==> config.mk <==
export PLATFORM = sky130hd
export DESIGN_NAME = w2s_div_cell
export DESIGN_NICKNAME = d
export VERILOG_FILES = /design/src/rtl/world_to_screen_projection_core_macros.svh /design/src/rtl/w2s_pkg.sv /design/src/rtl/w2s_div_cell.sv
export SDC_FILE = /design/constraint.sdc
export NUM_CORES = 1
export LEC_CHECK = 0
export BUFFER_PORTS_ARGS = -buffer_cell sky130_fd_sc_hd__buf_2
export CORE_AREA = 4 4 192 194
export CTS_BUF_LIST = sky130_fd_sc_hd__clkbuf_16
export DETAILED_ROUTE_END_ITERATION = 10
export DIE_AREA = 0 0 196 198
export GPL_ROUTABILITY_DRIVEN = 1
export GPL_TIMING_DRIVEN = 0
export HOLD_SLACK_MARGIN = 0.08
export PLACE_DENSITY = 0.54
export SLEW_MARGIN = 20
export SYNTH_ARGS = -nofsm -noshare
export SYNTH_HDL_FRONTEND = slang
export SYNTH_SLANG_ARGS = --single-unit
==> constraint.sdc <==
create_clock -name clk -period 12.1 [get_ports clk]
set_clock_uncertainty 0.2 [all_clocks]
set_input_delay 2.42 -clock clk [delete_from_list [all_inputs] [get_ports clk]]
set_output_delay 2.42 -clock clk [all_outputs]
set_load 0.1 [all_outputs]
==> src/rtl/world_to_screen_projection_core_macros.svh <==
// Assertion macros shared by the projection core.
`ifndef WORLD_TO_SCREEN_PROJECTION_CORE_MACROS_SVH
`define WORLD_TO_SCREEN_PROJECTION_CORE_MACROS_SVH
`ifndef SYNTHESIS
`define W2S_ASSERT_IMP(label, clk, rst_n, a, c) \
  label: assert property (@(posedge clk) disable iff (!rst_n) (a) |-> (c)) \
    else $error("assertion failed");
`define W2S_ASSERT_NXT(label, clk, rst_n, a, c) \
  label: assert property (@(posedge clk) disable iff (!rst_n) (a) |=> (c)) \
    else $error("assertion failed");
`else
`define W2S_ASSERT_IMP(label, clk, rst_n, a, c)
`define W2S_ASSERT_NXT(label, clk, rst_n, a, c)
`endif
`endif

==> src/rtl/w2s_pkg.sv <==
package w2s_pkg;

  localparam int RegIdxW = 3;
  localparam logic [RegIdxW-1:0] REG_CAM_X   = 3'd0;
  localparam logic [RegIdxW-1:0] REG_CAM_Y   = 3'd1;
  localparam logic [RegIdxW-1:0] REG_CAM_Z   = 3'd2;
  localparam logic [RegIdxW-1:0] REG_RIGHT   = 3'd3;
  localparam logic [RegIdxW-1:0] REG_UP      = 3'd4;
  localparam logic [RegIdxW-1:0] REG_FWD     = 3'd5;
  localparam logic [RegIdxW-1:0] REG_HALF    = 3'd6;
  localparam logic [RegIdxW-1:0] REG_SCALE   = 3'd7;

  localparam int CfgW     = 48;
  localparam int RelW     = 42;
  localparam int NumW     = 64;
  localparam int DenW     = 48;
  localparam int QW       = 21;
  localparam int DivSteps = 21;

  localparam logic signed [31:0] DepthMinVisible = 32'sd98304;

  typedef struct packed {
    logic                  vld;
    logic                  pos;
    logic                  zero_s;
    logic                  neg;
    logic                  nz;
    logic [15:0]           half;
  } div_ctl_t;

  typedef struct packed {
    logic [NumW-1:0] rem;
    logic [DenW-1:0] den;
    logic [NumW-1:0] num;
    logic [QW-1:0]   quo;
    div_ctl_t        ctl;
  } div_word_t;

  typedef struct packed {
    logic                vld;
    logic signed [31:0]  depth;
    logic                vis;
  } side_t;

endpackage

==> src/rtl/w2s_div_cell.sv <==
module w2s_div_cell (
  input  logic               clk,
  input  logic               rst_n,
  input  w2s_pkg::div_word_t in_w,
  input  w2s_pkg::side_t     in_s,
  output w2s_pkg::div_word_t out_w,
  output w2s_pkg::side_t     out_s
);

  w2s_pkg::div_word_t w_r, w_nxt;
  w2s_pkg::side_t     s_r;
  logic [w2s_pkg::DenW:0] trial;
  logic [w2s_pkg::DenW:0] shrem;
  logic [w2s_pkg::QW-1:0] qs;

  always_comb begin
    w_nxt = in_w;
    shrem = {in_w.rem[w2s_pkg::DenW-1:0], in_w.num[w2s_pkg::NumW-1]};
    trial = shrem - {1'b0, in_w.den};
    w_nxt.num = {in_w.num[w2s_pkg::NumW-2:0], 1'b0};
    qs = {in_w.quo[w2s_pkg::QW-2:0], 1'b0};
    if (!trial[w2s_pkg::DenW] || in_w.rem[w2s_pkg::DenW]) begin
      w_nxt.rem = w2s_pkg::NumW'(trial[w2s_pkg::DenW-1:0]);
      qs[0] = 1'b1;
    end else begin
      w_nxt.rem = w2s_pkg::NumW'(shrem[w2s_pkg::DenW-1:0]);
    end
    w_nxt.quo = (in_w.quo[w2s_pkg::QW-1]) ? in_w.quo : qs;
  end

  always_ff @(posedge clk) begin
    if (!rst_n) begin
      w_r.ctl.vld <= 1'b0;
      s_r.vld <= 1'b0;
    end else begin
      w_r <= w_nxt;
      s_r <= in_s;
    end
  end

  assign out_w = w_r;
  assign out_s = s_r;

endmodule

==> summary.md, run 1 <==
| Metric | Value |
|---|---|
| CTS resizes | 0 |
| Die area | 38,800 µm² |
| Number of flops mapped to enable cells by yosys | 233 |
| RSZ-0062 raised after global routing | false |
| Mapped Avg Cell Area | 13.7 µm² |
| Total global routing overflow | 0 |
| # DRC | 0 |
| Seq/Total Area, Yosys | 0.634 |
| Top_reg_cell synth | edfxtp_1 |
| Largest net degree at the start of global routing | 70 |
| CTS tree | yes |
| Initial Util | 0.315 |
| Arr. time, crit path | 6.28 ns |
| Final core occ | 0.428 |
| H-tree levels | 1 |
| DR vias | 8,522 |
| Worst-path clk slew | 0.06 ns |
| Number of antenna violations at the first check in global routing | 16 |
| Fmax achieved | 161 MHz |
| Worst slew pin tran | 0.735 ns |
| Commonest non-fill, non-tap cell in the layout | buf_2 |
| GPL Wtd Cong | 0.902 |
| Routed wire length | 37,000 µm |
| Die Wd | 196 µm |
| Hold Crit Class | in2reg |
| Total track usage | 0.176 |
| Post-CTS Hold Fix Bufs | 0 |
| DR vias/cell | 4.69 |
| Layout area overhead | 35.9% |
| Pleak | 6.73 nW |
| Slew HR | 0.505 |
| Crit path setup slack, layout | 5.91 ns |
| Routed length per placed instance | 20.3 µm |
| WP data required | 12.19 ns |
| I/O pins | 506 |
| DR iter-0 viols | 375 |
| Fin crit period | 6.19 ns |
| PwrDens | 186 nW/µm² |
| Final period utilization | 0.512 |
| Max cap viols | 0 |
| Largest stage delay, worst path | 0.47 ns |
| Critical path buffers and inverters | 4 |
| Final hold vios | 0 |
| Synth warnings | 0 |
| Nets | 1,636 |
| Row count | 69 |
| First-pass GRT wire length | 52,600 µm |
| Crit-path slowest cell | a2111oi_4 |
| Most frequent cells in the layout | buf_2, edfxtp_1, inv_1 |
| Bufs on Longest Clock Path | 3 |
| Setup bufs post-CTS | 0 |
| Post-DRT Antenna Nets | 0 |
| TNS Setup | 0 ns |
| Place WS | 5.17 ns |
| Non-filler instance count after layout | 1,817 |
| Crit end category | flop |
| Core Region | 35,200 µm² |
| Die Y | 198 µm |
| Mapped Area | 11,100 µm² |
| Run status | finished clean |
| Crit-path max FO | 10 |
| Final Max Tran Viols | 0 |
| Share of layout cells above drive strength 1 | 0.453 |
| Synth unique cells | 61 |
| CTS sink cnt | 235 |
| Vias in the first global route | 8,639 |
| VDD IR max | 0.000110 V |
| Detailed placer's ending HPWL | 29,600 µm |
| Number of synthesized register bits | 235 |
| Worst setup SP type | primary input |
| Final setup fails | 0 |
| Port Buffers | 473 |
| Root Buffer | clkbuf_16 |
| CP Class | in2reg |
| Worst path cell trace | buf_2 -> inv_1 -> ha_1 -> fa_1 -> and2b_1 -> o2111ai_2 -> a31oi_2 -> o31ai_2 -> a2111oi_4 -> o2111ai_2 -> o21ai_2 -> mux2i_2 -> buf_6 -> buf_6 -> mux2_4 |
| Initial DRT Pass Iterations | 5 |
| Mapped Cells | 812 |
| Asr flop ratio synth | 0 |
| Post-Place Cells | 1,765 |
| Cell family with most CP delay | compound AO/OA/AOI/OAI gates |
| TritonCTS Buffers | 27 |
## registers in the layout (all words and copies together), names as in the netlist
| register | count |
|---|---|
| out_s | 34 |
| out_w | 201 |
## final timing paths
kind,cells after the start,to,from
max,15,out_w[200],in_w[105]
min,1,out_w[67],in_w[66]
## per-layer routing
layer  share of wire  GRT usage  up-vias
met4           0.029     0.0520       20
li1                -          -     4078
met5          0.0037          0        -
met3           0.091     0.0613       66
met1            0.36      0.191     4004
met2            0.51      0.324      354
## metrics by stage
step / hold WS [ns] / cell area [µm²] / power, mW
2_1_floorplan: 2.32 / 11200 / 1.81
3_3_place_gp: 2.40 / 14100 / 2.01
3_5_place_dp: 2.40 / 14200 / 2.01
4_1_cts: 1.82 / 15100 / 2.84
5_1_grt: 1.83 / 15100 / 2.92
6_report: 1.86 / 15100 / 2.81
## cell families (layout without fill, tap and decap cells)
logic type,Yosys count,in the layout,synth area share
buffers and inverters,100,623,0.0412
flip-flops,235,235,0.634
AO/OA/AOI/OAI,163,163,0.0977
multiplexers,72,72,0.0737
XOR/XNOR,38,38,0.0300
adder cells (fa/ha/maj),49,49,0.0559
AND/OR/NAND/NOR,154,154,0.0675
other,1,22,0.000338
## cells in the mapped netlist, drive strengths merged (2+ instances only)
cell type,n,area share
buf,22,0.015
nor2,35,0.012
o21bai,8,0.0054
inv,62,0.021
edfxtp,233,0.63
a211oi,7,0.0047
o21ai,29,0.013
o41ai,2,0.0023
nand2b,2,0.0011
dfxtp,2,0.0036
or3,2,0.0011
and4,4,0.0032
a31oi,7,0.0045
a21boi,2,0.0014
nand2,46,0.016
xor2,16,0.013
and2,9,0.0051
o211ai,4,0.0027
clkbuf,16,0.0054
a21o,21,0.014
a2111oi,3,0.0041
xnor2,22,0.017
o2111ai,7,0.0066
o21a,4,0.0027
nor2b,3,0.0017
ha,48,0.054
or2,3,0.0017
a21oi,55,0.025
nand3,11,0.0050
nor4,4,0.0023
o31ai,3,0.0025
o31a,2,0.0016
and3,14,0.0079
nand4,8,0.0045
mux2,63,0.065
mux2i,9,0.0085
nor3,10,0.0045
## power breakdown
group	internal (mW)	total (mW)	switching (mW)
combinational	0.187	0.983	0.796
sequential	0.991	1.01	0.0174
clock	0.489	0.821	0.331
## final cells by class
cell class | count | area [µm²]
Tap cell | 461 | 577
Antenna cell | 5 | 12.5
Clock buffer | 27 | 676
Buffer | 38 | 225
Clock inverter | 20 | 203
Timing Repair Buffer | 476 | 2460
Inverter | 62 | 233
Multi-Input combinational cell | 493 | 3670
Sequential cell | 235 | 7040
Fill cell | 3443 | 20100
Power figures use the tool's default switching activity.
==> run 2: changes to the inputs <==
--- a/config.mk
+++ b/config.mk
@@ -5,15 +5,16 @@
 export SDC_FILE = /design/constraint.sdc
 export NUM_CORES = 1
 export LEC_CHECK = 0
+export ABC_AREA = 1
 export BUFFER_PORTS_ARGS = -buffer_cell sky130_fd_sc_hd__buf_2
-export CORE_AREA = 4 4 192 194
+export CORE_AREA = 4 4 195 197
 export CTS_BUF_LIST = sky130_fd_sc_hd__clkbuf_16
 export DETAILED_ROUTE_END_ITERATION = 10
-export DIE_AREA = 0 0 196 198
+export DIE_AREA = 0 0 199 201
 export GPL_ROUTABILITY_DRIVEN = 1
 export GPL_TIMING_DRIVEN = 0
 export HOLD_SLACK_MARGIN = 0.08
-export PLACE_DENSITY = 0.54
+export PLACE_DENSITY = 0.56
 export SLEW_MARGIN = 20
 export SYNTH_ARGS = -nofsm -noshare
 export SYNTH_HDL_FRONTEND = slang
==> constraint.sdc (replaced) <==
create_clock -name clk -period 5.7 [get_ports clk]
set_clock_uncertainty 0.2 [all_clocks]
set_input_delay 1.14 -clock clk [delete_from_list [all_inputs] [get_ports clk]]
set_output_delay 1.14 -clock clk [all_outputs]
set_load 0.1 [all_outputs]
==> run 2 against run 1 <==
Net effect: die area grew 3.1%; sequential power up 110%; clock power is 100% higher; power up 110%; synthesized area is 12% higher; hold slack got worse by 1.3 ns; sequential cell count did not move; largest power group is now combinational cells; highest routed layer unchanged.
==> summary.md, run 2 <==
| Metric | Value |
|---|---|
| Psw | 2.52 mW (+120%) |
| Largest stage delay, worst path | 0.41 ns (-0.06 ns) |
| Compound-Gate Fraction of Synth Area | 0.0280 (-0.0696) |
| Number of antenna violations at the first check in global routing | 14 (-2) |
| Number of flops mapped to enable cells by yosys | 233 (unchanged) |
| Initial Util | 0.342 (+0.0267) |
| Top cell type's share of synthesized area | 0.564 (-0.0659) |
| Post-Place Cells | 2,335 (+32%) |
| Die Y | 201 µm (+1.5%) |
| Largest net degree at the start of global routing | 101 (+44%) |
| Mapped Area | 12,400 µm² (+12%) |
| Bufs on Longest Clock Path | 3 (unchanged) |
| Detailed placer's ending HPWL | 38,100 µm (+29%) |
| Arr. time, crit path | 3.57 ns (-2.71 ns) |
| Vias in the first global route | 10,700 (+24%) |
| Hold-critical path endpoint | out_w[45] |
| Core Region | 36,300 µm² (+2.9%) |
| H-tree levels | 1 (unchanged) |
| PwrDens | 365 nW/µm² (+96%) |
| Cell taking the most area after synthesis | edfxtp_1 |
| Multiplexer area fraction after synthesis | 0 (-0.0737) |
| Synth unique cells | 34 (-44%) |
| Synth Area in XOR/XNOR | 0.0212 (-0.00878) |
| Fin crit period | 3.49 ns |
| Final core occ | 0.451 (+0.0222) |
| Crit end category | flop |
| Simple-gate share of the synthesized area | 0.240 (+0.172) |
| TritonCTS Buffers | 27 (unchanged) |
| Routed length per placed instance | 19.1 µm (-6.0%) |
| Worst hold margin | 0.574 ns (-1.28 ns) |
| Post-CTS Hold Fix Bufs | 0 (unchanged) |
| VDD IR max | 0.000260 V (+140%) |
| Slew HR | 0.517 (+0.0125) |
| Die area | 40,000 µm² (+3.1%) |
| Worst-path clk slew | 0.06 ns (about the same) |
| Main combinational cell family by area after synthesis | simple AND/OR/NAND/NOR gates |
| Final hold vios | 0 (unchanged) |
| Worst setup SP type | primary input |
| TNS Setup | 0 ns (unchanged) |
| Comb pwr share | 0.362 (+0.012) |
| Fmax achieved | 287 MHz |
| Number of synthesized register bits | 235 (unchanged) |
| I/O pins | 506 (unchanged) |
| Nets | 2,199 (+34%) |
| Top_reg_cell synth | edfxtp_1 |
| DR vias | 10,800 (+27%) |
| CTS tree | yes |
| Mapped Avg Cell Area | 9.01 µm² (-34%) |
| Pint | 3.45 mW (+110%) |
| Most frequent cell after synthesis | nand2_1 |
| Min-delay src | in_w[44] |
| Pwr Total | 5.97 mW (+110%) |
| CTS resizes | 0 (unchanged) |
| GPL Wtd Cong | 0.921 (+2.0%) |
| Asr flop ratio synth | 0 (unchanged) |
| Worst slew pin tran | 0.724 ns (-0.0109 ns) |
| Synth warnings | 0 (unchanged) |
| Max reg flops | 201 (unchanged) |
| Pleak | 8.38 nW (+25%) |
| Post-DRT Antenna Nets | 0 (unchanged) |
| Sequential Power Share | 0.358 (about the same) |
| Share of layout cells above drive strength 1 | 0.293 (-0.160) |
| Routed wire length | 45,600 µm (+23%) |
| First-pass GRT wire length | 65,600 µm (+25%) |
| DR iter-0 viols | 539 (+44%) |
| Crit-path max FO | 10 (unchanged) |
| Total track usage | 0.217 (+0.0407) |
| Mapped Cells | 1,376 (+69%) |
| Most frequent cells in the layout | nand2_1, buf_2, inv_1 |
| Port Buffers | 473 (unchanged) |
| Synth Area in Adders | 0.0500 (-0.00584) |
| WP data required | 5.78 ns (-6.41 ns) |
| Final Max Tran Viols | 0 (unchanged) |
| Hold Crit Class | in2reg |
| Root Buffer | clkbuf_16 |
| Most area-consuming cells after synthesis | edfxtp_1, nand2_1, inv_1 |
| Crit-path slowest cell | fa_1 |
| Max cap viols | 0 (unchanged) |
| Commonest non-fill, non-tap cell in the layout | nand2_1 |
| Net Sw Frac | 0.422 (+0.0145) |
| # DRC | 0 (unchanged) |
| Most instantiated cells after synthesis | nand2_1, edfxtp_1, inv_1 |
| Seq/Total Area, Yosys | 0.567 (-0.0662) |
| RSZ-0062 raised after global routing | false |
| Hold path depth | 1 (unchanged) |
| CP Class | in2reg |
| Die Wd | 199 µm (+1.5%) |
| Layout area overhead | 31.8% |
| Cell family with most CP delay | simple AND/OR/NAND/NOR gates |
| DR vias/cell | 4.53 (-3.5%) |
| Setup bufs post-CTS | 0 (unchanged) |
| Non-filler instance count after layout | 2,388 (+31%) |
| Row count | 70 (+1.4%) |
| Run status | finished clean |
| Critical path buffers and inverters | 5 (+1) |
| Clock share of power | 0.280 (-0.012) |
| Final setup fails | 0 (unchanged) |
| Initial DRT Pass Iterations | 5 (unchanged) |
| CTS sink cnt | 235 (unchanged) |
| Total global routing overflow | 0 (unchanged) |
| Final period utilization | 0.612 |
| Worst path cell trace | buf_2 -> inv_1 -> ha_1 -> fa_1 -> inv_1 -> nand2_1 -> nand2_1 -> nand3_1 -> nand2_1 -> nand2_1 -> nand2_1 -> nand2_2 -> nand4_2 -> nand3_2 -> buf_6 -> buf_6 -> nand2_1 -> nand2_1 |
| Most frequent CP cell | nand2_1 |
[run 2: changes by cell type after synthesis, moves of 26 or more]
cell and delta:
nand2_1 +466, inv_1 +171, nand4_1 +50, nor2_1 +48, nand3_1 +26, mux2_2 -59
[run 2: per-layer routing]
metal	global-route usage	vias to the layer above	wire length, µm
li1	-	5443	-
met1	0.255	4900	18100
met2	0.388	371	22800
met3	0.0510	76	3250
met4	0.0694	16	1450
met5	0	-	123
[run 2: stage by stage]
| stage | cell area [µm²] | setup slack, ns |
|---|---|---|
| after global placement | 15400 | -0.0491 |
| final | 16300 | 2.21 |
| after CTS | 16300 | 2.24 |
| after global routing | 16300 | 2.01 |
| after floorplan | 12500 | 2.33 |
| after detailed placement | 15500 | 1.69 |
[run 2: logic make-up after synthesis]
group,Yosys count
other,1
DFF,235
and+or+nand+nor,718
xor gates and xnor gates,30
buffers and inverters,280
adders and majority gates,49
AOI/OAI and AO/OA,63
[run 2: cell type report]
cell class / count / area [µm²]
Fill cell: 3717 / 19900
Sequential cell: 235 / 7040
Multi-Input combinational cell: 877 / 4270
Timing Repair Buffer: 475 / 2430
Inverter: 239 / 897
Clock buffer: 27 / 676
Tap cell: 468 / 586
Buffer: 41 / 258
Clock inverter: 21 / 174
Antenna cell: 5 / 12.5
[run 2: worst max path at each step]
stage	start	end	slack (ns)	depth (start not counted)
floorplan	in_w[105]	out_w[181]	2.33	17
global placement	rst_n	out_s[32]	-0.05	1
detailed placement	in_w[105]	out_w[196]	1.69	18
CTS	in_w[105]	out_w[199]	2.24	18
global route	in_w[105]	out_w[191]	2.01	18
finish	in_w[105]	out_w[199]	2.21	18
[run 2: power groups by stage]
stage	Sequential (mW)	Clock, mW	Combinational (mW)
5_1_grt	2.15	1.80	2.27
3_5_place_dp	2.17	0	2.17
3_3_place_gp	2.18	0	2.16
4_1_cts	2.14	1.73	2.18
2_1_floorplan	3.38	0	0.487
6_report	2.14	1.67	2.16
==> run 3: changes to the inputs <==
--- a/config.mk
+++ b/config.mk
@@ -5,16 +5,16 @@
 export SDC_FILE = /design/constraint.sdc
 export NUM_CORES = 1
 export LEC_CHECK = 0
-export ABC_AREA = 1
+export ABC_AREA = 0
 export BUFFER_PORTS_ARGS = -buffer_cell sky130_fd_sc_hd__buf_2
-export CORE_AREA = 4 4 195 197
+export CORE_AREA = 4 4 193 195
 export CTS_BUF_LIST = sky130_fd_sc_hd__clkbuf_16
 export DETAILED_ROUTE_END_ITERATION = 10
-export DIE_AREA = 0 0 199 201
+export DIE_AREA = 0 0 197 199
 export GPL_ROUTABILITY_DRIVEN = 1
 export GPL_TIMING_DRIVEN = 0
 export HOLD_SLACK_MARGIN = 0.08
-export PLACE_DENSITY = 0.56
+export PLACE_DENSITY = 0.53
 export SLEW_MARGIN = 20
 export SYNTH_ARGS = -nofsm -noshare
 export SYNTH_HDL_FRONTEND = slang
==> constraint.sdc (replaced) <==
create_clock -name clk -period 3.4 [get_ports clk]
set_clock_uncertainty 0.2 [all_clocks]
set_input_delay 0.68 -clock clk [delete_from_list [all_inputs] [get_ports clk]]
set_output_delay 0.68 -clock clk [all_outputs]
set_load 0.1 [all_outputs]
==> run 3 against run 2 <==
Net effect: the flow now finishes with violations (setup timing); non-clock buffer count is 28 higher; first-iteration DRC count shrank 19%; count of clock-buffer cells in the layout is 2 higher; hold slack worse by 0.46 ns; worst setup slack got worse by 2.7 ns; cell count is 22% lower; critical path depth is 1 lower; largest cell class unchanged; largest power group is now registers; highest routed layer unchanged.
==> summary.md, run 3 (synthesis results as in run 1) <==
| Metric | Value |
|---|---|
| Run status | finished with violations |
| Failing checks | setup timing |
| Crit-path slowest cell | a2111oi_4 |
| Post-DRT Antenna Nets | 0 (unchanged) |
| First-pass GRT wire length | 54,400 µm (-17%) |
| Dpl cell area | 14,200 µm² (-8.2%) |
| Pwr Total | 10.5 mW (+76%) |
| Routed length per placed instance | 20.6 µm (+7.6%) |
| Share of layout cells above drive strength 1 | 0.459 (+0.165) |
| Vias in the first global route | 8,848 (-17%) |
| Detailed placer's ending HPWL | 30,000 µm (-21%) |
| CP Class | in2reg |
| DR iter-0 viols | 434 (-19%) |
| Final instance area | 15,700 µm² (-3.7%) |
| Layout area overhead | 41.7% |
| Worst slew pin tran | 0.723 ns (-0.000818 ns) |
| Bufs on Longest Clock Path | 3 (unchanged) |
| CTS tree | yes |
| # DRC | 0 (unchanged) |
| Crit path setup slack, layout | -0.454 ns (-2.66 ns) |
| RSZ-0062 raised after global routing | true |
| CTS sink cnt | 235 (unchanged) |
| GPL Wtd Cong | 0.824 (-10%) |
| Slew HR | 0.518 (+0.000545) |
| Final setup fails | 49 (+49) |
| CP startpoint | in_w[105] |
| Largest stage delay, worst path | 0.35 ns (-0.06 ns) |
| Core Region | 35,400 µm² (-2.4%) |
| Row count | 69 (-1.4%) |
| Final hold vios | 0 (unchanged) |
| Die area | 39,200 µm² (-2.0%) |
| Worst-path clk slew | 0.06 ns (about the same) |
| Commonest non-fill, non-tap cell in the layout | buf_2 |
| Total track usage | 0.180 (-0.0364) |
| Max cap viols | 0 (unchanged) |
| Die Y | 199 µm (-1.0%) |
| Total global routing overflow | 0 (unchanged) |
| Final period utilization | 1.13 |
| Routed wire length | 38,100 µm (-17%) |
| VDD IR max | 0.000425 V (+64%) |
| Nets | 1,667 (-24%) |
| Worst Setup EP | out_w[162] |
| DR vias | 8,717 (-19%) |
| Pleak | 7.03 nW (-16%) |
| H-tree levels | 1 (unchanged) |
| Die Wd | 197 µm (-1.0%) |
| Most frequent cells in the layout | buf_2, edfxtp_1, inv_1 |
| Final core occ | 0.445 (-0.00605) |
| Root Buffer | clkbuf_16 |
| Worst path cell trace | buf_8 -> inv_12 -> ha_4 -> fa_2 -> and2b_2 -> o2111ai_4 -> a31oi_4 -> o31ai_4 -> a2111oi_4 -> buf_4 -> o2111ai_4 -> o21ai_4 -> mux2i_4 -> buf_12 -> buf_12 -> buf_12 -> mux2_4 |
| Initial DRT Pass Iterations | 6 (+1) |
| Port Buffers | 473 (unchanged) |
| Crit end category | flop |
| Number of antenna violations at the first check in global routing | 12 (-2) |
| PwrDens | 668 nW/µm² (+83%) |
| TritonCTS Buffers | 28 (+3.7%) |
| Worst setup SP type | primary input |
| Most frequent CP cell | buf_12 |
| Initial Util | 0.314 (-0.0283) |
| Largest net degree at the start of global routing | 88 (-13%) |
| Final Max Tran Viols | 0 (unchanged) |
| Hold Crit Class | in2reg |
| Layout filler cell count | 3,407 (-8.3%) |
| Fin crit period | 3.85 ns |
| Max reg flops | 201 (unchanged) |
| DR vias/cell | 4.71 (+4.0%) |
| Crit-path max FO | 7 (-3) |
| Arr. time, crit path | 3.93 ns (+0.36 ns) |
| I/O pins | 506 (unchanged) |
| WP data required | 3.48 ns (-2.30 ns) |
| Fmax achieved | 259 MHz |
-- run 3: cell types whose count changed in the layout (fill, tap and decap cells not counted), sizes merged, moves of 28 or more --
cell   previous run  this run
inv             248        67
mux2              0        63
nand2           515        46
nand3            39        11
nand4            59         8
nor2             91        35
-- run 3: per-stage QoR --
stage / setup WS, ns / hold WS (ns) / cells / setup TNS (ns)
5_1_grt: -0.534 / 0.0818 / 1850 / -24.36
4_1_cts: -0.442 / 0.0805 / 1847 / -19.67
3_3_place_gp: -1.94 / 0.657 / 1762 / -524.41
6_report: -0.454 / 0.111 / 1852 / -20.05
3_5_place_dp: -1.58 / 0.658 / 1764 / -72.57
2_1_floorplan: -0.631 / 0.579 / 828 / -27.90
-- run 3: what timing repair did --
| action | 4_1_cts | 5_1_grt |
|---|---|---|
| cloned | 1 | 0 |
| pin swaps | 9 | 1 |
| hold buffers | 20 | 0 |
| endpoints found under the hold margin | 20 | 0 |
| setup endpoints to repair | 49 | 49 |
| gates resized for setup | 32 | 6 |
| buffers inserted | 11 | 1 |
-- run 3: worst min-delay path by stage --
stage                          from    endpoint  cells past startpoint
final                      in_w[55]   out_w[56]                      1
after global routing        in_s[9]    out_s[9]                      1
after CTS                   in_s[2]    out_s[2]                      1
after detailed placement   in_s[28]   out_s[28]                      1
after global placement    in_w[100]  out_w[101]                      1
after floorplan             in_s[0]    out_s[0]                      0
-- run 3: report_power, final --
part | total, mW | switching, mW | internal, mW
clock network | 3.32 | 1.24 | 2.09
logic | 3.59 | 2.87 | 0.729
registers | 3.59 | 0.0622 | 3.53
total | 10.5 | 4.17 | 6.34
-- run 3: critical path, delay by kind of cell --
kind                     cells  cell delay [ns]
buffers and inverters        6             0.70
AO/OA/AOI/OAI                6             1.23
AND/OR/NAND/NOR              1             0.26
adder cells (fa/ha/maj)      2             0.48
multiplexers                 2             0.58
-- run 3: layer usage --
layer / wire [µm] / global-route usage / up-vias
met2: 19500 / 0.322 / 329
li1: - / - / 4127
met1: 14700 / 0.213 / 4184
met5: 96 / 0 / -
met3: 2830 / 0.0456 / 63
met4: 964 / 0.0573 / 14
-- run 3: layout make-up --
class	instances	area, µm²	share of cell area
Sequential cell	235	7040	0.447
Multi-Input combinational cell	493	3810	0.242
Timing Repair Buffer	507	2770	0.176
Clock buffer	29	726	0.0461
Tap cell	461	577	0.0367
Clock inverter	23	307	0.0195
Buffer	37	258	0.0164
Inverter	62	245	0.0156
Antenna cell	5	12.5	0.000795
